`src/hdl/prja_pkg.sv`:
```
`default_nettype none
// -----------------------------------------------------------------------------
// prja_pkg: shared types and constants for the promo revenue join/aggregate
// Field widths, register codes, item/result records, reset values.
// -----------------------------------------------------------------------------
package prja_pkg;

	// payload widths
	localparam int unsigned KEY_IN_W  = 18;
	localparam int unsigned PREFIX_W  = 40;
	localparam int unsigned TEXT_W    = 64;
	localparam int unsigned PRICE_W   = 24;
	localparam int unsigned DISC_W    = 7;
	localparam int unsigned SUM_W     = 56;
	localparam int unsigned AMT_W     = 31;   // 24-bit price times at most 100

	// configuration
	localparam int unsigned YEAR_W     = 14;
	localparam int unsigned MONTH_W    = 4;
	localparam int unsigned DAY_W      = 5;
	localparam int unsigned CFG_IDX_W  = 2;
	localparam int unsigned CFG_DATA_W = 14;

	typedef enum logic [CFG_IDX_W-1:0] {
		REG_START_YEAR  = 2'd0,
		REG_START_MONTH = 2'd1,
		REG_START_DAY   = 2'd2
	} cfg_reg_t;

	localparam logic [YEAR_W-1:0]  START_YEAR_RST  = 14'd1995;
	localparam logic [MONTH_W-1:0] START_MONTH_RST = 4'd9;
	localparam logic [DAY_W-1:0]   START_DAY_RST   = 5'd1;

	// record kinds
	localparam logic KIND_PART = 1'b0;
	localparam logic KIND_LINE = 1'b1;

	// "PROMO" in ASCII, first byte most significant
	localparam logic [PREFIX_W-1:0] PROMO_TAG = 40'h50524F4D4F;

	// default sizes
	localparam int unsigned KEY_BITS_DEF  = 18;
	localparam int unsigned MID_DEPTH_DEF = 4;
	localparam int unsigned OUT_DEPTH_DEF = 4;

	// classified record, front to back
	typedef struct packed {
		logic             kind;
		logic             key_ok;
		logic             promo;
		logic             win_ok;   // date parsed and inside window
		logic [AMT_W-1:0] amount;
	} item_t;

	// result record
	typedef struct packed {
		logic [SUM_W-1:0] total;
		logic [SUM_W-1:0] promo;
		logic             hit;
	} res_t;

endpackage
`default_nettype wire

```
`src/hdl/prja_queue.sv`:
```
`default_nettype none
// -----------------------------------------------------------------------------
// prja_queue: small synchronous FIFO
// Register-array FIFO with occupancy count; head is shown combinationally.
// -----------------------------------------------------------------------------
module prja_queue #(
	parameter int unsigned WIDTH = 8,
	parameter int unsigned DEPTH = prja_pkg::MID_DEPTH_DEF
) (
	input  wire logic                         clk,
	input  wire logic                         arst_n,
	input  wire logic                         push,
	input  wire logic [WIDTH-1:0]             wdata,
	input  wire logic                         pop,
	output logic      [WIDTH-1:0]             rdata,
	output logic                              empty,
	output logic                              full,
	output logic      [$clog2(DEPTH+1)-1:0]   count
);
	import prja_pkg::*;

	localparam int unsigned PTR_W = (DEPTH > 1) ? $clog2(DEPTH) : 1;
	localparam int unsigned CNT_W = $clog2(DEPTH+1);

	logic [WIDTH-1:0] mem_q [DEPTH];
	logic [PTR_W-1:0] wr_ptr_q, rd_ptr_q;
	logic [CNT_W-1:0] count_q;
	logic             do_push, do_pop;

	assign empty   = (count_q == '0);
	assign full    = (count_q == CNT_W'(DEPTH));
	assign count   = count_q;
	assign rdata   = mem_q[rd_ptr_q];
	assign do_push = push & ~full;
	assign do_pop  = pop & ~empty;

	function automatic logic [PTR_W-1:0] ptr_inc(input logic [PTR_W-1:0] p);
		ptr_inc = (p == PTR_W'(DEPTH-1)) ? '0 : p + 1'b1;
	endfunction

	always_ff @(posedge clk) begin
		if (do_push) begin
			mem_q[wr_ptr_q] <= wdata;
		end
	end

	always_ff @(posedge clk or negedge arst_n) begin
		if (!arst_n) begin
			wr_ptr_q <= '0;
			rd_ptr_q <= '0;
			count_q  <= '0;
		end else begin
			if (do_push) wr_ptr_q <= ptr_inc(wr_ptr_q);
			if (do_pop)  rd_ptr_q <= ptr_inc(rd_ptr_q);
			if (do_push && !do_pop) begin
				count_q <= count_q + 1'b1;
			end else if (do_pop && !do_push) begin
				count_q <= count_q - 1'b1;
			end
		end
	end

endmodule
`default_nettype wire

```
`config.mk`:
```
export PLATFORM = sky130hd
export DESIGN_NAME = prja_queue
export DESIGN_NICKNAME = d
export VERILOG_FILES = /design/src/hdl/prja_pkg.sv /design/src/hdl/prja_queue.sv
export SDC_FILE = /design/constraint.sdc
export NUM_CORES = 1
export LEC_CHECK = 0
export BUFFER_PORTS_ARGS = -buffer_cell sky130_fd_sc_hd__buf_2
export CORE_MARGIN = 5
export CORE_UTILIZATION = 30
export CTS_CLUSTER_DIAMETER = 40
export CTS_CLUSTER_SIZE = 25
export DETAILED_ROUTE_END_ITERATION = 12
export SLEW_MARGIN = 20
export SYNTH_ARGS = -nofsm -noshare
export SYNTH_HDL_FRONTEND = slang
export SYNTH_SLANG_ARGS = --single-unit
```
`constraint.sdc`:
```
create_clock -name clk -period 1.9 [get_ports clk]
set_input_delay 0.19 -clock clk [delete_from_list [all_inputs] [get_ports clk]]
set_output_delay 0.19 -clock clk [all_outputs]
set_load 0.005 [all_outputs]
```
Yosys cells after proc, flatten, opt, wreduce, memory -nomap -nowiden
Memory sizes are Yosys's and may differ from the RTL's.
Cells that the tools add are included.

word-level totals
  word-level logic and storage cells = 27
  bits of input ports = 12
  memory bits (writable) = 32
  flip-flop bits (word level) = 7
  memories kept = 1
  output and inout port bits = 13

operators by class
  add/subtract/negate cells = 4
  bitwise gates (word level) = 4
  muxes and demuxes = 6
  reductions and logical operators = 6
  eq/ne operators = 3

memory list
  name   words  width  rd ports  clocked after memory_dff  wr ports  RTL line          text
  mem_q  4      8      1         0                         1         prja_queue.sv:25  logic [WIDTH-1:0] mem_q [DEPTH];

operators by type and width
  operator                                                             count
  3-bit two-way mux                                                    2
  2-bit by 1-bit adder with 2-bit output (second input constant)       2
  2-bit equality test (second input constant)                          2
  2-bit two-way mux                                                    2
  3-bit by 1-bit adder with 3-bit output (second input constant)       1
  3-bit equality test (second input constant)                          1
  3-bit zero test                                                      1
  3-bit by 1-bit subtractor with 3-bit output (second input constant)  1
  1-bit bitwise AND                                                    2
  1-bit logical AND                                                    2
  1-bit zero test                                                      2
  1-bit two-way mux                                                    2
  1-bit inverter                                                       2
  2-bit nonzero test                                                   1

Logic depth before layout (Yosys ltp)
Gate-level depths: netlist of run 1.

  word-level depth = 7
  depth in mapped cells = 9
  gate-level depth less buffers = 8

Worst setup path before layout of run 1
No wires, ideal clock.

  path kind = reg2reg
  from = register count_q[0], in the netlist count[0]
  to = register count_q[2], in the netlist count[2]
  setup slack = -66 ps
  path buffers = 0
  arrival = 1887 ps
  data required time = 1821 ps
  library setup time = 79 ps
  cell stages (with the launch flop) = 9
  period minus slack after synthesis = 1966 ps
  cell sequence = dfrtp_1 -> nor3_1 -> nand2b_4 -> ha_1 -> inv_1 -> fa_1 -> xor2_1 -> nor2_1 -> xor2_1

between the ends
  cells in the longest elaborated chain, start to end = 6
  elaborated cells on any way between the ends = 15
  those cells by class = add/sub (2); eq/ne (1); mux (2); bitwise (4); reduce/logical (6)

ends and longest elaborated chain
  what                                                     RTL line          text
  from (decl)                                              prja_queue.sv:27  logic [CNT_W-1:0] count_q;
  from (signal assigned)                                   prja_queue.sv:56  count_q <= count_q + 1'b1;
  from (signal assigned)                                   prja_queue.sv:58  count_q <= count_q - 1'b1;
  3-bit zero test *                                        prja_queue.sv:30  assign empty = (count_q == '0);
  via empty                                                prja_queue.sv:16  output logic empty,
  1-bit inverter *                                         prja_queue.sv:35  assign do_pop = pop & ~empty;
  1-bit bitwise AND *                                      prja_queue.sv:35
  1-bit zero test                                          prja_queue.sv:55  if (do_push && !do_pop) begin
  1-bit logical AND                                        prja_queue.sv:55
  3-bit two-way mux or 2-bit nonzero test (tied branches)  n/a

The timed path passes the listed nets; every way through them passes the cells marked *. The select of a mux whose other input is x is not followed.
A chain may end at the register's enable or synchronous reset.

Worst setup path after layout of run 1
  from = register count_q[1], in the netlist count[1]
  to = register count_q[1], in the netlist count[1]

between the ends
  cells in the longest elaborated chain, start to end = 6
  elaborated cells on any way between the ends = 15
  those cells by class = add/sub (2); eq/ne (1); mux (2); bitwise (4); reduce/logical (6)

ends and longest elaborated chain
  what
  branches (longest 6 deep; another with 3-bit by 1-bit subtractor with 3-bit output)

Several ways; the timed one is not identified. The select of a mux whose other input is x is not followed.

==> key figures, run 1 <==
Pwr
  – Power Total: 3.13 mW
  – Leak: 0.777 nW
  – Power per cell area: 1530 mW/mm²
  – VDD IR max: 0.642 mV

Floorplan
  – Core Region: 0.00517 mm²
  – Rows: 26
  – Initial core utilization: 31.3%
  – I/O pins: 25
  – Die width: 83.5 µm
  – Die area: 0.00697 mm²
  – Die Span Y: 83.5 µm

Synthesis
  – Seq/Total Area, Yosys: 70.1%
  – FFs w/ async S/R, synth: 17.9%
  – Yosys warning total: 0
  – Post-Synth Simple-Gate Area: 5.41%
  – Largest family of logic cells by synthesized area: multiplexers
  – Mux cell area share after synthesis: 15.1%
  – Avg Cell Area, Syn: 20.5 µm²
  – Post-Synth Adder-Cell Area: 5.87%
  – Xor and xnor area share after synthesis: 1.62%
  – Cells after Synth: 79
  – Post-synth top area cell: edfxtp_1
  – Number of synthesized flops with an enable pin: 32
  – Synth cell types: 19
  – Synth Flop Type: edfxtp_1
  – Synth Area in Compound Gates: 0%
  – Top cells by area, synth: edfxtp_1, mux4_2, dfrtp_1
  – Flops & latches, synth: 39
  – Area share of the largest cell type after synthesis: 59.3%
  – Syn nets: 98
  – Mapped cell area: 0.00162 mm²

Finish
  – Area Overhead vs Synth: 25.9%
  – Fillers: 476
  – Antenna Cells: 0
  – Layout Nets: 137
  – Commonest cells after routing, fill and taps aside: edfxtp_1, buf_2, buf_4
  – Design Area, Final: 0.00204 mm²
  – Proportion of layout cells with a drive suffix above 1: 58.8%
  – Commonest non-fill, non-tap cell in the layout: edfxtp_1
  – Final core occ: 39.5%
  – Final cell count without fillers: 189

Timing
  – Final Max Slew Viols: 0
  – Post-layout worst setup margin: -0.000536 ns
  – Period utilization: 100%
  – Final hold vios: 0
  – Achievable Freq: 526 MHz
  – Worst slew pin tran: 0.442 ns
  – Tmin final: 1.90 ns
  – Setup TNS: -0.000536 ns
  – Min Hold Slack: 0.114 ns
  – Setup Skew: 0.00698 ns
  – Final Setup Violations: 1
  – RSZ-0062 raised after global routing: true
  – Slew Limit Headroom: 70.5%

Min path
  – Worst min-delay path category: in -> reg

Clock tree
  – Root Buffer: clkbuf_8
  – CTS buffer count: 5
  – CTS tree: built
  – Clock-pin slew on the worst setup and hold paths: 0.08 ns
  – H-tree depth: 2
  – Clock Latency Late Sink: 0.29 ns
  – Clock Tree Buf Depth: 2
  – Clk sink count: 39

Setup path
  – Crit start category: flop
  – Max stage delay on crit path: 0.45 ns
  – Data required, critical path: 2.08 ns
  – CP Max Fanout: 3
  – Crit path buffers/inverters: 2
  – CP Data Arrival Time: 2.08 ns
  – Worst path slowest cell: dfrtp_2
  – CP cell instances: buf_6 > nor3b_4 > nor2b_2 > ha_4 > inv_2 > fa_2 > mux2_2
  – Crit path max-delay family: adder cells
  – Setup crit end kind: flop
  – Crit path kind: reg -> reg
  – R2R setup slack: -0.0005 ns

Job
  – Maxcap violations: 0

Placed design
  – Pre-CTS setup slack: -0.117 ns
  – Area post-placement: 0.00183 mm²
  – DP Cell Count: 172
  – Final RePlAce weighted congestion: 0.750
  – Dpl hpwl: 1950 µm
  – Number of port buffers: 24

Run status
  – Failing checks: setup timing
  – Outcome: complete, but fails checks

Route
  – Via Count: 820
  – WL/cell: 15.3 µm
  – Initial DRC Count: 43
  – Pre-antenna DRT Iters: 4
  – Drt drc: 0
  – Post-route ant nets: 0
  – Vias/cell: 4.34
  – Routed WL: 2890 µm

GRT
  – Largest net degree at the start of global routing: 14
  – GRT overflow: 0
  – Initial antenna violation count: 0
  – Tot GR Track Use: 8.70%
  – Number of global-route vias before repair: 923
  – First-pass GRT wire length: 4550 µm
worst register-to-register path, delay by kind of cell, from the launching register on:
kind                     cells  cell delay (ns)
adder cells (fa/ha/maj)      2             0.59
buffers and inverters        2             0.18
flip-flops                   1             0.45
multiplexers                 1             0.26
AND/OR/NAND/NOR              2             0.31
per-layer routing:
| layer | vias to the layer above | global-route usage [%] | share of wire [%] |
|---|---|---|---|
| met5 | - | 0 | 0 |
| met1 | 413 | 10.1 | 44 |
| met2 | 24 | 14.1 | 49 |
| met3 | 4 | 3.26 | 5.6 |
| met4 | 0 | 4.39 | 0.93 |
| li1 | 379 | - | - |
sequential cells by signal, summed over array words and instances, names as in the netlist:
name and count:
mem_q 32, count 3, rd_ptr_q 2, wr_ptr_q 2
repair_timing:
action,in CTS,in global routing
pin swaps,1,6
hold buffers,1,0
cloned,0,0
endpoints found under the setup margin,10,2
resized for setup,2,6
buffers inserted,3,5
endpoints found under the hold margin,7,0
where the power goes:
group	switching [mW]	internal, mW
combinational	0.417	0.640
sequential	0.215	1.17
clock	0.297	0.391
cells by family (layout without fill, tap and decap cells):
family / count (synthesis) / after routing
adders and majority gates: 7 / 7
buffers and inverters: 6 / 46
and+or+nand+nor: 11 / 11
DFF: 39 / 39
xor gates and xnor gates: 3 / 3
muxes: 13 / 13
Yosys cell counts, drive strengths merged (2+ instances only):
library cell,count
mux2,5
and2,4
xor2,2
buf,3
inv,3
mux4,8
nor2,3
ha,6
edfxtp,32
dfrtp,7
path summary, 6_finish.rpt:
check | start | endpoint | cells after the start
setup / recovery | count[1]$_DFFE_PN0P_ | count[1]$_DFFE_PN0P_ | 7
setup reg to reg | count[1]$_DFFE_PN0P_ | count[1]$_DFFE_PN0P_ | 7
max in group asynchronous | arst_n | rd_ptr_q[0]$_DFFE_PN0P_ | 2
hold reg to reg | wr_ptr_q[1]$_DFFE_PN0P_ | wr_ptr_q[1]$_DFFE_PN0P_ | 1
hold / removal | wdata[6] | mem_q[0][6]$_DFFE_PP_ | 1
min in group asynchronous | arst_n | wr_ptr_q[1]$_DFFE_PN0P_ | 2
area by class of cell:
class                      count  area (µm²)  area share (%)
timing repair buffer          35         209            10.2
sequential                    39        1140            55.9
clock buffer                   5        68.8            3.37
inverter                       3        11.3           0.552
tap                           70        87.6            4.29
multi-input combinational     34         479            23.5
clock inverter                 3        43.8            2.15
No activity file was read; power rests on OpenSTA's default activity.
==> inputs of run 2 (changes only) <==
clock period = 2.4 ns   (was 1.9 ns; I/O delays follow)
==> key figures, run 2 (same netlist as run 1, synthesis figures left out) <==
GRT
  – GRT overflow: 0
  – Number of global-route vias before repair: 887
  – First-pass GRT wire length: 4580 µm
  – Initial antenna violation count: 0
  – GRT Max-Usage Layer: met2
  – Largest net degree at the start of global routing: 13
  – M2 GR Usage: 12.3%
  – Met3 Usage GRT: 3.06%
  – Tot GR Track Use: 8.56%
  – Met1 Track Usage GR: 10.9%

Placed design
  – Final RePlAce weighted congestion: 0.652
  – Pre-CTS setup slack: 0.337 ns
  – Number of port buffers: 24
  – Dpl hpwl: 1810 µm

Finish
  – Biggest register: mem_q
  – Proportion of layout cells with a drive suffix above 1: 46.8%
  – Commonest non-fill, non-tap cell in the layout: edfxtp_1
  – FF+latch area: 0.00114 mm²
  – Commonest cells after routing, fill and taps aside: edfxtp_1, buf_2, mux4_2
  – Area of the multi-input gates: 453 µm²
  – Antenna Cells: 0
  – Area Overhead vs Synth: 17.5%
  – Max reg flops: 32
  – Fillers: 482
  – Layout Nets: 127
  – Final core occ: 36.8%

Route
  – Vias/cell: 4.32
  – Post-route ant nets: 0
  – Routed WL: 2670 µm
  – Via Count: 773
  – Initial DRC Count: 41
  – Pre-antenna DRT Iters: 4
  – WL/cell: 14.9 µm
  – Drt drc: 0

Floorplan
  – Initial core utilization: 31.3%
  – Die width: 83.5 µm
  – Die Span Y: 83.5 µm
  – I/O pins: 25
  – Rows: 26
  – Core Region: 0.00517 mm²
  – Die area: 0.00697 mm²

Min path
  – Worst min-delay path category: in -> reg

Clock tree
  – Post-CTS setup buffers: 0
  – H-tree depth: 2
  – Clock Tree Buf Depth: 2
  – Clock-pin slew on the worst setup and hold paths: 0.08 ns
  – CTS buffer count: 5
  – Clk sink count: 39
  – Clock Latency Late Sink: 0.29 ns
  – Cts repair resizes: 0
  – CTS Hold Buffers Added: 1
  – CTS tree: built
  – Root Buffer: clkbuf_8

Setup path
  – Crit start category: flop
  – Setup crit end kind: flop
  – CP Data Arrival Time: 2.32 ns
  – Crit path kind: reg -> reg
  – CP Max Fanout: 7
  – Data required, critical path: 2.62 ns

Timing
  – Setup TNS: 0 ns
  – RSZ-0062 raised after global routing: false
  – Final Setup Violations: 0
  – Slew Limit Headroom: 59.5%
  – Period utilization: 87.3%
  – Setup Skew: 0.00680 ns
  – Worst slew pin tran: 0.607 ns
  – Final hold vios: 0
  – Achievable Freq: 477 MHz
  – Final Max Slew Viols: 0
  – Tmin final: 2.10 ns
  – Post-layout worst setup margin: 0.304 ns

Pwr
  – VDD IR max: 0.500 mV
  – Leak: 0.711 nW
  – Power per cell area: 1160 mW/mm²

Run status
  – Outcome: complete, no violations

Job
  – Maxcap violations: 0
-- run 2: worst max-delay path, cell delays in order (launching register included) --
cell and delay (ns):
dfrtp_1 0.43, nor3b_4 0.18, nor2b_2 0.30, ha_1 0.25, inv_1 0.07, fa_1 0.38
xor2_1 0.15, nor2_1 0.11, xor2_1 0.15
-- run 2: area by class of cell --
cell class | count | share of cell area (%)
Inverter | 3 | 0.592
Multi-Input combinational cell | 34 | 23.8
Timing Repair Buffer | 25 | 6.84
Sequential cell | 39 | 59.7
Clock buffer | 6 | 3.81
Clock inverter | 2 | 0.657
Tap cell | 70 | 4.60
-- run 2: final timing paths --
path,startpoint,endpoint,slack [ns],cells past startpoint
worst max-delay path,count[2]$_DFFE_PN0P_,count[2]$_DFFE_PN0P_,0.30,8
worst min-delay path,wdata[6],mem_q[0][6]$_DFFE_PP_,0.16,1
worst max register to register,count[2]$_DFFE_PN0P_,count[2]$_DFFE_PN0P_,0.30,8
worst min register to register,count[2]$_DFFE_PN0P_,count[2]$_DFFE_PN0P_,0.55,1
max in group asynchronous,arst_n,count[0]$_DFFE_PN0P_,1.93,2
min in group asynchronous,arst_n,count[1]$_DFFE_PN0P_,0.30,2
-- run 2: power by group --
part	internal (mW)	switching [mW]	total, mW
logic	0.412	0.279	0.691
clock network	0.203	0.226	0.428
registers	0.916	0.174	1.09
-- run 2: layer usage --
metal	routed length [µm]	up-vias
li1	-	357
met1	1300	386
met2	1180	24
met3	149	6
met4	36	0
met5	0	-
-- run 2: through the flow --
step                      total power, mW  cell area [µm²]  hold slack, ns  instances
after floorplan                      1.55             1620         -0.0556         79
after global placement               1.78             1810          0.0831        170
after detailed placement             1.81             1810          0.0845        170
after CTS                            2.25             1900           0.153        179
after global routing                 2.37             1900           0.158        179
final                                2.21             1900           0.163        179
==> inputs of run 3 (changes only) <==
--- a/config.mk
+++ b/config.mk
@@ -8,8 +8,8 @@
 export BUFFER_PORTS_ARGS = -buffer_cell sky130_fd_sc_hd__buf_2
 export CORE_MARGIN = 5
-export CORE_UTILIZATION = 30
-export CTS_CLUSTER_DIAMETER = 40
+export CORE_UTILIZATION = 50
 export CTS_CLUSTER_SIZE = 25
 export DETAILED_ROUTE_END_ITERATION = 12
+export PLACE_DENSITY = 0.72
 export SLEW_MARGIN = 20
 export SYNTH_ARGS = -nofsm -noshare
==> constraint.sdc (replaced) <==
create_clock -name clk -period 2.4 [get_ports clk]
set_input_delay 0 -clock clk [delete_from_list [all_inputs] [get_ports clk]]
set_output_delay 0 -clock clk [all_outputs]
set_load 0.005 [all_outputs]
==> key figures, run 3 (same netlist as run 1, synthesis figures left out) <==
Timing
  – Tmin final: 2.06 ns
  – Setup Skew: 0.00965 ns
  – Final hold vios: 0
  – Achievable Freq: 485 MHz
  – RSZ-0062 raised after global routing: false
  – Final Max Slew Viols: 0
  – Final Setup Violations: 0
  – Worst slew pin tran: 0.596 ns
  – Min Hold Slack: 0.0167 ns
  – Slew Limit Headroom: 60.2%
  – Setup TNS: 0 ns
  – Period utilization: 85.9%

Finish
  – Area Overhead vs Synth: 21.1%
  – Biggest register: mem_q
  – Commonest non-fill, non-tap cell in the layout: edfxtp_1
  – Proportion of layout cells with a drive suffix above 1: 44.1%
  – Layout Nets: 136
  – Commonest cells after routing, fill and taps aside: edfxtp_1, buf_2, dlygate4sd3_1
  – Max reg flops: 32
  – Antenna Cells: 0
  – Design Area, Final: 0.00196 mm²

Clock tree
  – Clk sink count: 39
  – Clock-pin slew on the worst setup and hold paths: 0.11 ns
  – Clock Tree Buf Depth: 2
  – Clock Latency Late Sink: 0.34 ns
  – H-tree depth: 2
  – Root Buffer: clkbuf_4
  – CTS buffer count: 5
  – Cts repair resizes: 0
  – CTS tree: built

Setup path
  – Crit path buffers/inverters: 1
  – Worst path slowest cell: dfrtp_1
  – Setup crit end kind: flop
  – Crit path max-delay family: adder cells
  – Crit path kind: reg -> reg
  – Crit start category: flop
  – CP Data Arrival Time: 2.33 ns
  – FF-to-FF path depth: 8
  – Worst path most repeated cell: xor2_1
  – Crit path depth: 8
  – Data required, critical path: 2.67 ns
  – CP cell instances: nor3b_4 > nor2b_2 > ha_1 > inv_1 > fa_1 > xor2_1 > nor2_1 > xor2_1
  – Max stage delay on crit path: 0.44 ns
  – CP Max Fanout: 7

Pwr
  – Power per cell area: 1140 mW/mm²
  – VDD IR max: 0.653 mV
  – Leak: 0.755 nW
  – Power Total: 2.23 mW

Run status
  – Outcome: complete, no violations

GRT
  – Largest net degree at the start of global routing: 13
  – First-pass GRT wire length: 4090 µm
  – Number of global-route vias before repair: 834
  – Tot GR Track Use: 13.3%
  – GRT overflow: 0
  – Initial antenna violation count: 0

Placed design
  – Final RePlAce weighted congestion: 0.688
  – Number of port buffers: 24
  – Dpl hpwl: 1670 µm
  – Area post-placement: 0.00178 mm²

Floorplan
  – Core Region: 0.00308 mm²
  – I/O pins: 25
  – Die width: 66.9 µm
  – Initial core utilization: 52.6%
  – Die area: 0.00448 mm²
  – Rows: 20
  – Die Span Y: 66.9 µm

Route
  – Drt drc: 0
  – Vias/cell: 4.86
  – Initial DRC Count: 65
  – Via Count: 787
  – Routed WL: 2530 µm
  – WL/cell: 15.6 µm
  – Post-route ant nets: 0
  – Pre-antenna DRT Iters: 4

Min path
  – Worst min-delay path category: in -> async

Job
  – Maxcap violations: 0
[run 3: cell count changes in the layout (fill, tap and decap cells not counted), sizes merged]
cell	change
dlygate4sd3	+9
bufinv	+1
clkinvlp	-1
[run 3: per-stage QoR]
step	worst slack, ns	std cells	util (%)
floorplan	0.434	79	-
global placement	0.395	144	57.7
detailed placement	0.360	144	57.7
CTS	0.318	161	63.4
global route	0.127	162	63.7
finish	0.338	162	63.7
[run 3: power by group]
part / leakage, nW / internal (mW) / switching [mW] / total [mW]
logic: 0.332 / 0.421 / 0.275 / 0.695
clock network: 0.0482 / 0.246 / 0.204 / 0.451
registers: 0.375 / 0.915 / 0.167 / 1.08
total: 0.755 / 1.58 / 0.646 / 2.23
[run 3: layer usage]
metal,vias up,share of wire (%),GRT usage (%)
met5,-,0,0
met4,0,0.99,4.81
met3,4,6.1,6.24
met2,19,54,21.9
met1,388,39,14.9
li1,376,-,-
[run 3: worst paths after layout]
| path | start | end | slack (ns) |
|---|---|---|---|
| max | count[2]$_DFFE_PN0P_ | count[2]$_DFFE_PN0P_ | 0.34 |
| min | arst_n | wr_ptr_q[1]$_DFFE_PN0P_ | 0.02 |
| max reg2reg | count[2]$_DFFE_PN0P_ | count[2]$_DFFE_PN0P_ | 0.34 |
| min reg2reg | count[2]$_DFFE_PN0P_ | count[2]$_DFFE_PN0P_ | 0.54 |
| max in group asynchronous | arst_n | rd_ptr_q[0]$_DFFE_PN0P_ | 2.21 |
| min in group clk | push | wr_ptr_q[1]$_DFFE_PN0P_ | 0.18 |
[run 3: what timing repair did]
action	4_1_cts	5_1_grt
buffers inserted	0	0
hold buffers	9	1
endpoints found under the hold margin	39	1
[run 3: cell type report]
class / instances / area, µm²
inverters: 3 / 11.3
clock buffers: 6 / 51.3
well taps: 44 / 55.1
fillers: 235 / 1120
multi-input cells: 34 / 453
repair buffers: 34 / 220
flip-flops and latches: 39 / 1140
clock inverters: 2 / 35.0
