$ cat src/hdl/prja_pkg.sv
`default_nettype none
// -----------------------------------------------------------------------------
// prja_pkg: shared types and constants for the promo revenue join/aggregate
// Field widths, register codes, item/result records, reset values.
// -----------------------------------------------------------------------------
package prja_pkg;

	// payload widths
	localparam int unsigned KEY_IN_W  = 18;
	localparam int unsigned PREFIX_W  = 40;
	localparam int unsigned TEXT_W    = 64;
	localparam int unsigned PRICE_W   = 24;
	localparam int unsigned DISC_W    = 7;
	localparam int unsigned SUM_W     = 56;
	localparam int unsigned AMT_W     = 31;   // 24-bit price times at most 100

	// configuration
	localparam int unsigned YEAR_W     = 14;
	localparam int unsigned MONTH_W    = 4;
	localparam int unsigned DAY_W      = 5;
	localparam int unsigned CFG_IDX_W  = 2;
	localparam int unsigned CFG_DATA_W = 14;

	typedef enum logic [CFG_IDX_W-1:0] {
		REG_START_YEAR  = 2'd0,
		REG_START_MONTH = 2'd1,
		REG_START_DAY   = 2'd2
	} cfg_reg_t;

	localparam logic [YEAR_W-1:0]  START_YEAR_RST  = 14'd1995;
	localparam logic [MONTH_W-1:0] START_MONTH_RST = 4'd9;
	localparam logic [DAY_W-1:0]   START_DAY_RST   = 5'd1;

	// record kinds
	localparam logic KIND_PART = 1'b0;
	localparam logic KIND_LINE = 1'b1;

	// "PROMO" in ASCII, first byte most significant
	localparam logic [PREFIX_W-1:0] PROMO_TAG = 40'h50524F4D4F;

	// default sizes
	localparam int unsigned KEY_BITS_DEF  = 18;
	localparam int unsigned MID_DEPTH_DEF = 4;
	localparam int unsigned OUT_DEPTH_DEF = 4;

	// classified record, front to back
	typedef struct packed {
		logic             kind;
		logic             key_ok;
		logic             promo;
		logic             win_ok;   // date parsed and inside window
		logic [AMT_W-1:0] amount;
	} item_t;

	// result record
	typedef struct packed {
		logic [SUM_W-1:0] total;
		logic [SUM_W-1:0] promo;
		logic             hit;
	} res_t;

endpackage
`default_nettype wire

$ cat src/hdl/prja_front.sv
`default_nettype none
// -----------------------------------------------------------------------------
// prja_front: config registers and record classification
// Parses the ASCII ship date, checks the window, forms amount and promo tag.
// -----------------------------------------------------------------------------
module prja_front #(
	parameter int unsigned KEY_BITS = prja_pkg::KEY_BITS_DEF
) (
	input  wire logic                               clk,
	input  wire logic                               arst_n,
	input  wire logic                               cfg_valid,
	output logic                                    cfg_ready,
	input  wire logic [prja_pkg::CFG_IDX_W-1:0]     cfg_index,
	input  wire logic [prja_pkg::CFG_DATA_W-1:0]    cfg_data,
	input  wire logic                               kind,
	input  wire logic [prja_pkg::KEY_IN_W-1:0]      part_key,
	input  wire logic [prja_pkg::PREFIX_W-1:0]      type_prefix,
	input  wire logic [prja_pkg::TEXT_W-1:0]        ship_date_text,
	input  wire logic [prja_pkg::PRICE_W-1:0]       price_cents,
	input  wire logic [prja_pkg::DISC_W-1:0]        discount_pct,
	output prja_pkg::item_t                         item,
	output logic      [KEY_BITS-1:0]                idx
);
	import prja_pkg::*;

	localparam int unsigned KW = (KEY_BITS > KEY_IN_W) ? KEY_BITS : KEY_IN_W;

	logic [YEAR_W-1:0]  start_year_q;
	logic [MONTH_W-1:0] start_month_q;
	logic [DAY_W-1:0]   start_day_q;

	logic [7:0]         chr   [8];
	logic [3:0]         dig   [8];
	logic [7:0]         is_dig;
	logic [YEAR_W-1:0]  s_year;
	logic [6:0]         s_month, s_day;
	logic [YEAR_W:0]    lo_year, hi_year;
	logic [6:0]         lo_month, hi_month, lo_day;
	logic               ge_lo, lt_hi;
	logic [DISC_W-1:0]  disc_eff, mult;
	logic [KW-1:0]      key_ext;

	assign cfg_ready = 1'b1;

	always_ff @(posedge clk or negedge arst_n) begin
		if (!arst_n) begin
			start_year_q  <= START_YEAR_RST;
			start_month_q <= START_MONTH_RST;
			start_day_q   <= START_DAY_RST;
		end else if (cfg_valid) begin
			case (cfg_index)
				REG_START_YEAR:  start_year_q  <= cfg_data[YEAR_W-1:0];
				REG_START_MONTH: start_month_q <= cfg_data[MONTH_W-1:0];
				REG_START_DAY:   start_day_q   <= cfg_data[DAY_W-1:0];
				default: ;  // unmapped index, ignored
			endcase
		end
	end

	// character 0 is the most significant byte
	always_comb begin
		for (int i = 0; i < 8; i++) begin
			chr[i]    = ship_date_text[TEXT_W-1-8*i -: 8];
			dig[i]    = chr[i][3:0];
			is_dig[i] = (chr[i] >= 8'h30) && (chr[i] <= 8'h39);
		end
	end

	assign s_year  = YEAR_W'(dig[0]) * YEAR_W'(1000) + YEAR_W'(dig[1]) * YEAR_W'(100)
	               + YEAR_W'(dig[2]) * YEAR_W'(10)   + YEAR_W'(dig[3]);
	assign s_month = 7'(dig[4]) * 7'd10 + 7'(dig[5]);
	assign s_day   = 7'(dig[6]) * 7'd10 + 7'(dig[7]);

	// window end: next month, December wraps to January of next year
	always_comb begin
		lo_year  = (YEAR_W+1)'(start_year_q);
		lo_month = 7'(start_month_q);
		lo_day   = 7'(start_day_q);
		if (start_month_q == 4'd12) begin
			hi_year  = lo_year + 1'b1;
			hi_month = 7'd1;
		end else begin
			hi_year  = lo_year;
			hi_month = lo_month + 1'b1;
		end
	end

	// dates compare as (year, month, day) tuples
	assign ge_lo = ((YEAR_W+1)'(s_year) > lo_year) ||
	               (((YEAR_W+1)'(s_year) == lo_year) &&
	                ((s_month > lo_month) || ((s_month == lo_month) && (s_day >= lo_day))));
	assign lt_hi = ((YEAR_W+1)'(s_year) < hi_year) ||
	               (((YEAR_W+1)'(s_year) == hi_year) &&
	                ((s_month < hi_month) || ((s_month == hi_month) && (s_day < lo_day))));

	assign disc_eff = (discount_pct > 7'd100) ? 7'd100 : discount_pct;
	assign mult     = 7'd100 - disc_eff;

	assign key_ext  = KW'(part_key);
	assign idx      = key_ext[KEY_BITS-1:0];

	always_comb begin
		item.kind   = kind;
		item.key_ok = ((key_ext >> KEY_BITS) == '0);
		item.promo  = (type_prefix == PROMO_TAG);
		item.win_ok = (&is_dig) & ge_lo & lt_hi;
		item.amount = AMT_W'(price_cents) * AMT_W'(mult);
	end

endmodule
`default_nettype wire

$ cat config.mk
export PLATFORM = sky130hd
export DESIGN_NAME = prja_front
export DESIGN_NICKNAME = d
export VERILOG_FILES = /design/src/hdl/prja_pkg.sv /design/src/hdl/prja_front.sv
export SDC_FILE = /design/constraint.sdc
export NUM_CORES = 1
export LEC_CHECK = 0
export ABC_CLOCK_PERIOD_IN_PS = 8900
export BUFFER_PORTS_ARGS = -buffer_cell sky130_fd_sc_hd__buf_2
export CORE_MARGIN = 2
export CORE_UTILIZATION = 51
export DETAILED_ROUTE_END_ITERATION = 10
export PLACE_DENSITY = 0.75
export SYNTH_ARGS = -nofsm -noshare
export SYNTH_HDL_FRONTEND = slang
export SYNTH_SLANG_ARGS = --single-unit
export TNS_END_PERCENT = 100
$ cat constraint.sdc
create_clock -name clk -period 8.9 [get_ports clk]
set_clock_uncertainty 0.1 [all_clocks]
set_input_delay 0.445 -clock clk [delete_from_list [all_inputs] [get_ports clk]]
set_output_delay 0.445 -clock clk [all_outputs]
set_load 0.01 [all_outputs]
After elaboration in Yosys (flattened, before gate mapping). Index checks and enable logic that the tools add are counted.

Register bits: 23. Word-level logic and storage cells: 74.

Reductions and logical operators: 21. $add $sub $neg: 8. Equal/unequal tests: 8. Multipliers: 6. Multiplexer cells: 3. $lt $le $gt $ge: 23. Bitwise gates (word level): 2.

Operator list (number): 8-bit by 6-bit >= comparator with 1-bit output (second input constant) (8); 8-bit by 6-bit less-or-equal comparator with 1-bit output (second input constant) (8); 40-bit by 39-bit equality test with 1-bit output (second input constant) (1); 24-bit by 7-bit multiplier with 31-bit output (1); 14-bit by 1-bit adder with 15-bit output (second input constant) (1); 14-bit by 15-bit equality test with 1-bit output (1); 14-bit by 15-bit < comparator with 1-bit output (1); 15-bit 2-to-1 mux (1); 14-bit by 11-bit adder with 14-bit output (1); 14-bit by 4-bit adder with 14-bit output (1); 14-bit by 8-bit adder with 14-bit output (1); 7-bit by 4-bit adder with 7-bit output (2); 14-bit equality test (1); 14-bit greater-than comparator (1); 1-bit logical AND (12); 4-bit by 3-bit multiplier with 6-bit output (second input constant) (2); 4-bit by 7-bit multiplier with 11-bit output (second input constant) (1); 4-bit by 5-bit multiplier with 9-bit output (second input constant) (1); 8-bit AND reduction (1); 7-bit by 4-bit equality test with 1-bit output (1); 7-bit equality test (1); 7-bit by 5-bit >= comparator with 1-bit output (1); 7-bit by 4-bit greater-than comparator with 1-bit output (1); 7-bit greater-than comparator (second input constant) (1); 14 further kinds (20).

Logic depth before layout (Yosys ltp). Gate-level depths: netlist of run 1.

Word-level depth: 9. Depth in mapped cells: 31. Gate-level depth less buffers: 28.

Least setup slack after synthesis of run 1. Ideal clock, no wire load.

Path kind: in2out. From: input discount_pct[0] (netlist name). To: output item[30] (netlist name). Slack: 1862 ps. Cell stages on the path: 27. Arrival: 6493 ps. Data required time: 8355 ps. Path buffers: 3. Cell sequence: o21ai_0 nand2_1 nand3_1 and2_1 clkbuf_1 clkbuf_1 inv_1 ha_1 nand3b_1 a21oi_1 clkbuf_1 and2_1 fa_1 fa_1 fa_1 inv_1 fa_1 inv_1 ha_1 nand3_1 nand2_1 or3_1 a21oi_2 o221ai_2 and2_4 o41ai_4 xnor2_1.

RTL lines: from (decl) (RTL line prja_front.sv:20) `input wire logic [prja_pkg::DISC_W-1:0] discount_pct,`; to (decl) (RTL line prja_front.sv:21) `output prja_pkg::item_t item,`.

==> flow_summary_export.csv, run 1 <==
group,metric,value,unit
run_status,status,"completed",
setup_path,crit_slowest_cell,"fa_1",
floorplan,initial_core_util,0.515,
final_layout,nets,1766,
setup_path,crit_family,"adder cells",
logic_synthesis,yosysSeqAreaShare,0.0594,
logic_synthesis,async_flop_share,1.00,
clocking,clk_pin_slew,0.07,ns
final_layout,areaGrowthSynthToFinish,11.9,%
global_routing,grtUsageMet2,0.447,
logic_synthesis,ys_ff_latch,23,
logic_synthesis,yosysWarnings,0,
logic_synthesis,synthSimpleGateAreaFrac,0.192,
clocking,cts_resized,0,
setup_path,worstSetupEndpointType,"primary output",
placement,dp_hpwl,20200,um
pwr,leakage,5.82,nW
clocking,cts_tree,"built",
placement,place.gp.congestion,0.865,
setup_path,reg2regPathDepth,2,
pwr,p_per_area,304,mW/mm^2
floorplan,ios,227,
pwr,power_frac_comb,0.926,
global_routing,grtUsageMet1,0.290,
setup_path,worst-path-max-fanout,18,
clocking,cts_buffer_depth,2,
routing,vias,8377,
logic_synthesis,syn_area_per_cell,8.72,um^2
routing,drt_first_pass_iters,4,
global_routing,grt.met3_usage,0.0210,
clocking,cts-root-buf,"clkbuf_16",
routing,ant_nets,0,
floorplan,core-area,0.0193,mm^2
setup_path,cp.arrival,7.32,ns
global_routing,track_usage,0.234,
routing,drc,0,
final_layout,drive_gt1_frac,0.184,
sta,rsz0062_at_grt,"no",
sta,hold_viol,0,
pwr,ir_drop,0.000121,V
logic_synthesis,synth_xor_area_frac,0.0574,
setup_path,reg2reg_from,"start_year_q[1]",
routing,finalWirelength,23100,um
sta,period_minus_slack,7.87,ns
sta,fin_crit_sh,0.884,
logic_synthesis,synth_top_family_by_area,"adder cells",
flow_run,maxCapViolCount,0,
setup_path,max_stage_delay,0.54,ns
logic_synthesis,synth_edf_count,0,
routing,drt_iter0_markers,305,
setup_path,cp_num_buf_inv,7,
final_layout,postLayoutCellArea,0.0111,mm^2
logic_synthesis,synth.largest_area_cell,"fa_1",
setup_path,critPathRequiredTime,8.36,ns
floorplan,fp.dieH,144,um
sta,setup_violations,0,
placement,io_buffers,186,
global_routing,grt_antenna_before_repair,0,
pwr,power.switching,1.83,mW
pwr,power.internal,1.55,mW
global_routing,grt_pass1_wl,39700,um
global_routing,grt_pass1_vias,8730,
clocking,worstSkewPairLatency,0.26,ns
floorplan,die_w,144,um
floorplan,rows,51,
logic_synthesis,synthMuxAreaShare,0.0113,
global_routing,grt.overflow.total,0,
clocking,post_cts_buffers,0,
pwr,p_clk_frac,0.030,
setup_path,r2r_slack,7.88,ns
pwr,seq_power_share,0.044,
logic_synthesis,synth-compound-area-share,0.123,
global_routing,grt_max_degree,28,
logic_synthesis,synthCells,1138,
sta,tightestPinTransition,0.767,ns
setup_path,startpoint_type,"primary input",
placement,place_area,0.0110,mm^2
logic_synthesis,synth_top_area_frac,0.262,
logic_synthesis,ys_top_cells_by_area,"fa_1, ha_1, and2_1",
setup_path,critPathKind,"primary input to primary output",
routing,wl_per_cell,14.8,um
clocking,h-tree-depth,1,
clocking,cts_buffers,3,
clocking,clock_sinks,23,
pwr,switching_share,0.540,
floorplan,dieArea,0.0206,mm^2
sta,drv_slew,0,
setup_path,worst_r2r_endpoint,"start_year_q[1]",
sta,fmax,127,MHz
clocking,postCtsHoldBufs,0,
global_routing,busiest_layer,"met2",
logic_synthesis,synth_area,0.00993,mm^2
logic_synthesis,synthFlopType,"dfrtp_1",
sta,relSlewSlack,0.488,
sta,finalSetupTns,0,ns
worst_hold_path,hold_path.class,"primary input to async pin",
setup_path,worst_path_most_repeated_cell,"fa_1",
pwr,total_power,3.38,mW
routing,vias_per_cell,5.36,
logic_synthesis,yosys.area_share.adder,0.470,
logic_synthesis,synth_cell_type_count,66,
## final cells by class
cell class                      count  area (um^2)
Antenna cell                        1         2.50
Inverter                          170          638
Timing Repair Buffer              193          983
Clock inverter                      1         7.51
Tap cell                          265          332
Clock buffer                        3         75.1
Fill cell                        1816         8160
Sequential cell                    23          589
Multi-Input combinational cell    907         8480
## state kept, by name, summed over array words and instances (netlist names)
name / cells
start_day_q: 5
start_year_q: 14
start_month_q: 4
## metrics by stage
step                worst slack (ns)  hold slack, ns  utilization  cells
floorplan                       1.86          0.0494            -   1139
global placement                1.37           0.342        0.572   1558
detailed placement              1.07           0.342        0.572   1558
CTS                             1.06          0.0634        0.576   1562
global route                   0.593          0.0833        0.576   1562
finish                          1.03          0.0474        0.576   1563
## worst register-to-register path: stages, from the launching register on
cell	delay (ns)
dfstp_2	0.55
inv_1	0.08
o21ai_0	0.21
## layer usage
metal / vias up / share of wire / wire length (um)
met3: 24 / 0.049 / 1130
li1: 4067 / - / -
met5: - / 0 / 0
met2: 219 / 0.51 / 11900
met1: 4067 / 0.42 / 9750
met4: 0 / 0.016 / 373
## cells in the final DEF, fill, tap and decap left out, types with 6 or more instances in the layout
master and n:
buf_2 186, inv_1 170, ha_1 165, fa_1 130
and2_1 112, nand2_1 95, xnor2_1 50, a21oi_1 49
o21ai_0 46, nor2_1 36, a21o_1 21, nand3_1 18
nand4_1 16, and3_1 15, xor2_1 15, nor2b_1 13
dfrtp_1 12, o21a_1 11, dfstp_2 11, mux2_2 10
nor3_1 8, nand2b_1 7, buf_4 7, a31oi_1 6
a211oi_1 6
## kinds of logic after synthesis
logic type,Yosys count
flip-flops,23
AO/OA/AOI/OAI,183
AND/OR/NAND/NOR,352
XOR/XNOR,65
buffers and inverters,209
other,1
adder cells (fa/ha/maj),295
multiplexers,10
## synthesized netlist by cell type (8+ instances only)
library cell	number
a21o_1	21
a21oi_1	49
and2_1	112
and3_1	15
buf_4	21
clkbuf_1	18
dfrtp_1	12
dfstp_2	11
fa_1	130
ha_1	165
inv_1	170
mux2_2	10
nand2_1	95
nand3_1	18
nand4_1	16
nor2_1	36
nor2b_1	13
nor3_1	8
o21a_1	11
o21ai_0	47
xnor2_1	50
xor2_1	15
## power by group through the flow
stage                     clock network, mW  logic [mW]  registers [mW]
after floorplan                           0        2.31           0.143
after global placement                    0        3.09           0.147
after detailed placement                  0        3.15           0.149
after CTS                             0.103        3.17           0.147
after global routing                  0.107        3.58           0.150
final                                 0.102        3.13           0.147
## worst max path at each step
stage | startpoint | endpoint | cells after the start
after global routing | discount_pct[0] | item[29] | 27
after floorplan | discount_pct[0] | item[30] | 27
after CTS | discount_pct[0] | item[28] | 27
after detailed placement | discount_pct[0] | item[28] | 27
final | discount_pct[0] | item[28] | 27
after global placement | discount_pct[0] | item[30] | 28
Power figures use the tool's default switching activity.
==> inputs of run 2 (changes only) <==
--- a/config.mk
+++ b/config.mk
@@ -6,7 +6,8 @@
 export NUM_CORES = 1
 export LEC_CHECK = 0
 export ABC_CLOCK_PERIOD_IN_PS = 8900
-export BUFFER_PORTS_ARGS = -buffer_cell sky130_fd_sc_hd__buf_2
+export BUFFER_PORTS_ARGS = -buffer_cell sky130_fd_sc_hd__clkbuf_2
+export CORE_ASPECT_RATIO = 1.1
 export CORE_MARGIN = 2
 export CORE_UTILIZATION = 51
 export DETAILED_ROUTE_END_ITERATION = 10
==> run 2 against run 1 <==
Effect of this change:
- utilization grew 0.35 points
- hold slack gained 0.027 ns
- non-clock buffer count shrank 1
- worst setup slack gained 0.10 ns
- count of clock-buffer cells in the layout grew 1
- total power rose by 0.82%
- final cell count is 1.3% lower
- critical path depth grew 2
- final area is 0.29% lower
- combinational power up 1%
- largest power group unchanged
- maximum frequency rose by 1.3%
==> flow_summary_export.csv, run 2 (synthesis gave the netlist of run 1 again) <==
group,metric,value,unit
final_layout,areaGrowthSynthToFinish,11.6,%
clocking,cts-root-buf,"clkbuf_16",
final_layout,multi_input_area,0.00849,mm^2
floorplan,fp.dieH,150,um
sta,finalSetupTns,0,ns
pwr,p_per_area,308,mW/mm^2
routing,ant_nets,0,
clocking,cts_buffers,3,
pwr,total_power,3.41,mW
sta,relSlewSlack,0.275,
sta,tightestPinTransition,1.09,ns
pwr,power.switching,1.86,mW
clocking,worstSkewPairLatency,0.25,ns
final_layout,largest_reg_flops,14,
routing,vias,8391,
setup_path,critPathRequiredTime,8.36,ns
global_routing,grt.overflow.total,0,
placement,io_buffers,186,
routing,drt_first_pass_iters,6,
final_layout,layout_common_cells,"clkbuf_2, inv_1, ha_1",
pwr,switching_share,0.544,
flow_run,maxCapViolCount,0,
sta,drv_slew,0,
routing,drt_iter0_markers,306,
worst_hold_path,hold_path.class,"primary input to async pin",
global_routing,grt_pass1_wl,39800,um
clocking,clk_pin_slew,0.06,ns
final_layout,postLayoutCellArea,0.0111,mm^2
sta,hold_viol,0,
placement,dp_slack,1.21,ns
clocking,post_cts_buffers,0,
clocking,cts_tree,"built",
final_layout,num_antenna_cells,0,
setup_path,worst-path-max-fanout,24,
final_layout,layout_commonest_cell,"clkbuf_2",
routing,drc,0,
setup_path,worst_path_most_repeated_cell,"fa_1",
sta,rsz0062_at_grt,"no",
final_layout,nFillCells,1707,
floorplan,dieArea,0.0206,mm^2
clocking,postCtsHoldBufs,0,
pwr,ir_drop,0.000276,V
setup_path,crit_slowest_cell,"fa_1",
setup_path,worstSetupEndpointType,"primary output",
placement,dp_hpwl,20400,um
global_routing,grt_antenna_before_repair,0,
clocking,clock_sinks,23,
floorplan,ios,227,
clocking,h-tree-depth,1,
sta,setup_violations,0,
setup_path,max_stage_delay,0.54,ns
routing,vias_per_cell,5.44,
floorplan,die_w,137,um
pwr,power_frac_comb,0.929,
setup_path,r2r_slack,7.85,ns
setup_path,startpoint_type,"primary input",
global_routing,grt_pass1_vias,8770,
sta,period_minus_slack,7.76,ns
routing,finalWirelength,23400,um
final_layout,drive_gt1_frac,0.183,
pwr,seq_power_share,0.043,
floorplan,initial_core_util,0.520,
final_layout,seq_area,589,um^2
global_routing,grt_max_degree,28,
setup_path,critPathKind,"primary input to primary output",
final_layout,reg_top3,"start_year_q x14, start_day_q x5, start_month_q x4",
sta,fin_crit_sh,0.872,
sta,fmax,129,MHz
placement,place.gp.congestion,0.888,
pwr,leakage,5.85,nW
routing,wl_per_cell,15.1,um
sta,setup_slack,1.14,ns
final_layout,nets,1765,
setup_path,reg2regPathDepth,2,
floorplan,core-area,0.0191,mm^2
setup_path,cp.arrival,7.22,ns
placement,placed_cells,1539,
final_layout,stdcell_count,1543,
clocking,cts_buffer_depth,2,
global_routing,track_usage,0.237,
final_layout,regMostFlops,"start_year_q",
clocking,cts_resized,0,
pwr,p_clk_frac,0.028,
placement,place_area,0.0110,mm^2
pwr,power.internal,1.55,mW
floorplan,rows,53,
run_status,status,"completed",
-- run 2: power by group through the flow --
stage,sequential [mW],combinational [mW],clock [mW]
6_report,0.148,3.17,0.0952
5_1_grt,0.151,3.62,0.101
4_1_cts,0.148,3.22,0.0959
3_5_place_dp,0.149,3.19,0
3_3_place_gp,0.147,3.12,0
2_1_floorplan,0.143,2.31,0
-- run 2: area by class of cell --
| type | instances | share of cell area |
|---|---|---|
| inverters | 170 | 0.0576 |
| repair buffers | 192 | 0.0881 |
| flip-flops and latches | 23 | 0.0532 |
| multi-input cells | 907 | 0.766 |
| well taps | 247 | 0.0279 |
| clock buffers | 4 | 0.00712 |
-- run 2: metal layers --
layer  GRT usage  wire (um)  vias to the layer above
li1            -          -                     4067
met1       0.287       9410                     4037
met2       0.450      12400                      237
met3      0.0178       1040                       50
met4      0.0572        543                        0
met5           0          0                        -
-- run 2: stage by stage --
step                      hold WS (ns)  utilization
after floorplan                 0.0494            -
after global placement           0.353        0.576
after detailed placement         0.358        0.576
after CTS                       0.0926        0.580
after global routing             0.118        0.580
final                           0.0740        0.580
-- run 2: final timing paths --
kind / start / endpoint
max reg2reg: start_year_q[3] / start_year_q[3]
min: arst_n / start_year_q[12]
min in group clk: cfg_data[9] / start_year_q[9]
min reg2reg: start_day_q[3] / start_day_q[3]
max: discount_pct[0] / item[29]
max in group asynchronous: arst_n / start_year_q[3]
-- run 2: critical path, delay by kind of cell --
kind                       cells  cell delay, ns
AOI/OAI and AO/OA              9            1.93
xor gates and xnor gates       1            0.16
adders and majority gates      6            2.59
buffers and inverters          7            0.98
and+or+nand+nor                6            1.07
==> inputs of run 3 (changes only) <==
==> constraint.sdc (replaced) <==
create_clock -name clk -period 8.9 [get_ports clk]
set_clock_uncertainty 0.1 [all_clocks]
set_input_delay 1.335 -clock clk [delete_from_list [all_inputs] [get_ports clk]]
set_output_delay 1.335 -clock clk [all_outputs]
set_load 0.01 [all_outputs]
==> run 3 against run 2 <==
Effect of this change:
- utilization rose by 1.2 points
- total power rose by 4.0%
- critical path depth did not move
- combinational power rose by 4%
- non-clock buffer count rose by 16
- clock power rose by 2.7%
- final cell count rose by 1.0%
- die area did not move
- worst setup slack got worse by 0.89 ns
- hold slack improved by 0.33 ns
==> flow_summary_export.csv, run 3 (synthesis gave the netlist of run 1 again) <==
group,metric,value,unit
clocking,cts-root-buf,"clkbuf_16",
clocking,clk_pin_slew,0.06,ns
sta,finalSetupTns,0,ns
setup_path,critPathRequiredTime,7.47,ns
setup_path,startpoint_type,"primary input",
final_layout,layout_common_cells,"clkbuf_2, inv_1, ha_1",
final_layout,postLayoutCellArea,0.0113,mm^2
routing,vias,8537,
sta,drv_slew,0,
routing,ant_nets,0,
final_layout,largest_reg_flops,14,
setup_path,critPathKind,"primary input to primary output",
run_status,status,"completed",
final_layout,layout_commonest_cell,"clkbuf_2",
routing,finalWirelength,24100,um
flow_run,maxCapViolCount,0,
routing,drc,0,
global_routing,track_usage,0.236,
final_layout,drive_gt1_frac,0.204,
worst_hold_path,hold_path.class,"flip-flop to flip-flop",
floorplan,initial_core_util,0.520,
final_layout,regMostFlops,"start_year_q",
sta,hold_viol,0,
sta,setup_violations,0,
setup_path,cp.arrival,7.22,ns
final_layout,nFillCells,1715,
floorplan,core-area,0.0191,mm^2
clocking,h-tree-depth,1,
clocking,clock_sinks,23,
clocking,cts_tree,"built",
global_routing,grt.overflow.total,0,
floorplan,ios,227,
routing,drt_first_pass_iters,6,
floorplan,fp.dieH,150,um
sta,period_minus_slack,8.65,ns
sta,fin_crit_sh,0.972,
sta,fmax,116,MHz
clocking,worstSkewPairLatency,0.25,ns
clocking,cts_buffers,3,
sta,relSlewSlack,0.286,
setup_path,worstSetupEndpointType,"primary output",
floorplan,rows,53,
global_routing,grt_pass1_wl,39700,um
pwr,leakage,5.92,nW
placement,place_area,0.0111,mm^2
placement,io_buffers,186,
floorplan,dieArea,0.0206,mm^2
floorplan,die_w,137,um
sta,tightestPinTransition,1.06,ns
global_routing,grt_antenna_before_repair,0,
final_layout,reg_top3,"start_year_q x14, start_day_q x5, start_month_q x4",
clocking,cts_buffer_depth,2,
final_layout,nets,1781,
pwr,p_per_area,314,mW/mm^2
placement,dp_hpwl,20500,um
sta,rsz0062_at_grt,"yes",
placement,place.gp.congestion,0.878,
setup_path,max_stage_delay,0.56,ns
pwr,total_power,3.55,mW
pwr,ir_drop,0.000275,V
routing,drt_iter0_markers,305,
setup_path,crit_slowest_cell,"fa_1",
final_layout,num_antenna_cells,0,
clocking,postCtsHoldBufs,0,
final_layout,areaGrowthSynthToFinish,13.9,%
routing,vias_per_cell,5.48,
global_routing,grt_max_degree,28,
global_routing,grt_pass1_vias,8658,
setup_path,worst-path-max-fanout,6,
routing,wl_per_cell,15.4,um
-- run 3: where the power goes --
part,switching (mW),internal [mW]
Sequential,0.0173,0.130
Combinational,1.88,1.42
Clock,0.0370,0.0608
Total,1.93,1.61
-- run 3: what timing repair did --
action                                  4_1_cts  5_1_grt
endpoints found under the setup margin        0       17
gates resized for setup                       0       28
setup buffers                                 0        4
endpoints found under the hold margin         0        0
-- run 3: through the flow --
stage | instances | util | setup slack (ns) | hold WS (ns)
after floorplan | 1139 | - | 0.0819 | 0.379
after global placement | 1548 | 0.580 | 0.173 | 0.389
after detailed placement | 1548 | 0.580 | 0.0379 | 0.396
after CTS | 1552 | 0.584 | 0.0169 | 0.410
after global routing | 1559 | 0.592 | -0.0631 | 0.428
final | 1559 | 0.592 | 0.246 | 0.404
-- run 3: layer usage --
metal	track usage	wire length (um)	vias up
li1	-	-	4091
met1	0.288	9530	4150
met2	0.450	12900	254
met4	0.0510	470	0
met3	0.0165	1130	42
met5	0	0	-
-- run 3: cell type report --
cell class              count  area, um^2  share of cell area
multi-input cells         907        8570               0.758
repair buffers            208        1120              0.0992
inverters                 170         638              0.0564
flip-flops and latches     23         589              0.0521
well taps                 247         309              0.0273
clock buffers               3        75.1             0.00664
clock inverters             1        7.51            0.000664
-- run 3: final timing paths --
check	from	endpoint	slack, ns	cells past startpoint
setup reg to reg	start_year_q[9]	start_year_q[9]	7.89	2
max in group asynchronous	arst_n	start_year_q[3]	7.37	1
hold reg to reg	start_day_q[3]	start_day_q[3]	0.40	1
min in group asynchronous	arst_n	start_year_q[4]	0.96	1
setup / recovery	discount_pct[3]	item[30]	0.25	29
hold / removal	start_day_q[3]	start_day_q[3]	0.40	1
-- run 3: worst max-delay path: cells and delay by family --
family                     cells  cell delay [ns]
AOI/OAI and AO/OA              8             1.49
xor gates and xnor gates       1             0.15
and+or+nand+nor                8             0.76
buffers and inverters          6             0.83
adders and majority gates      6             2.60
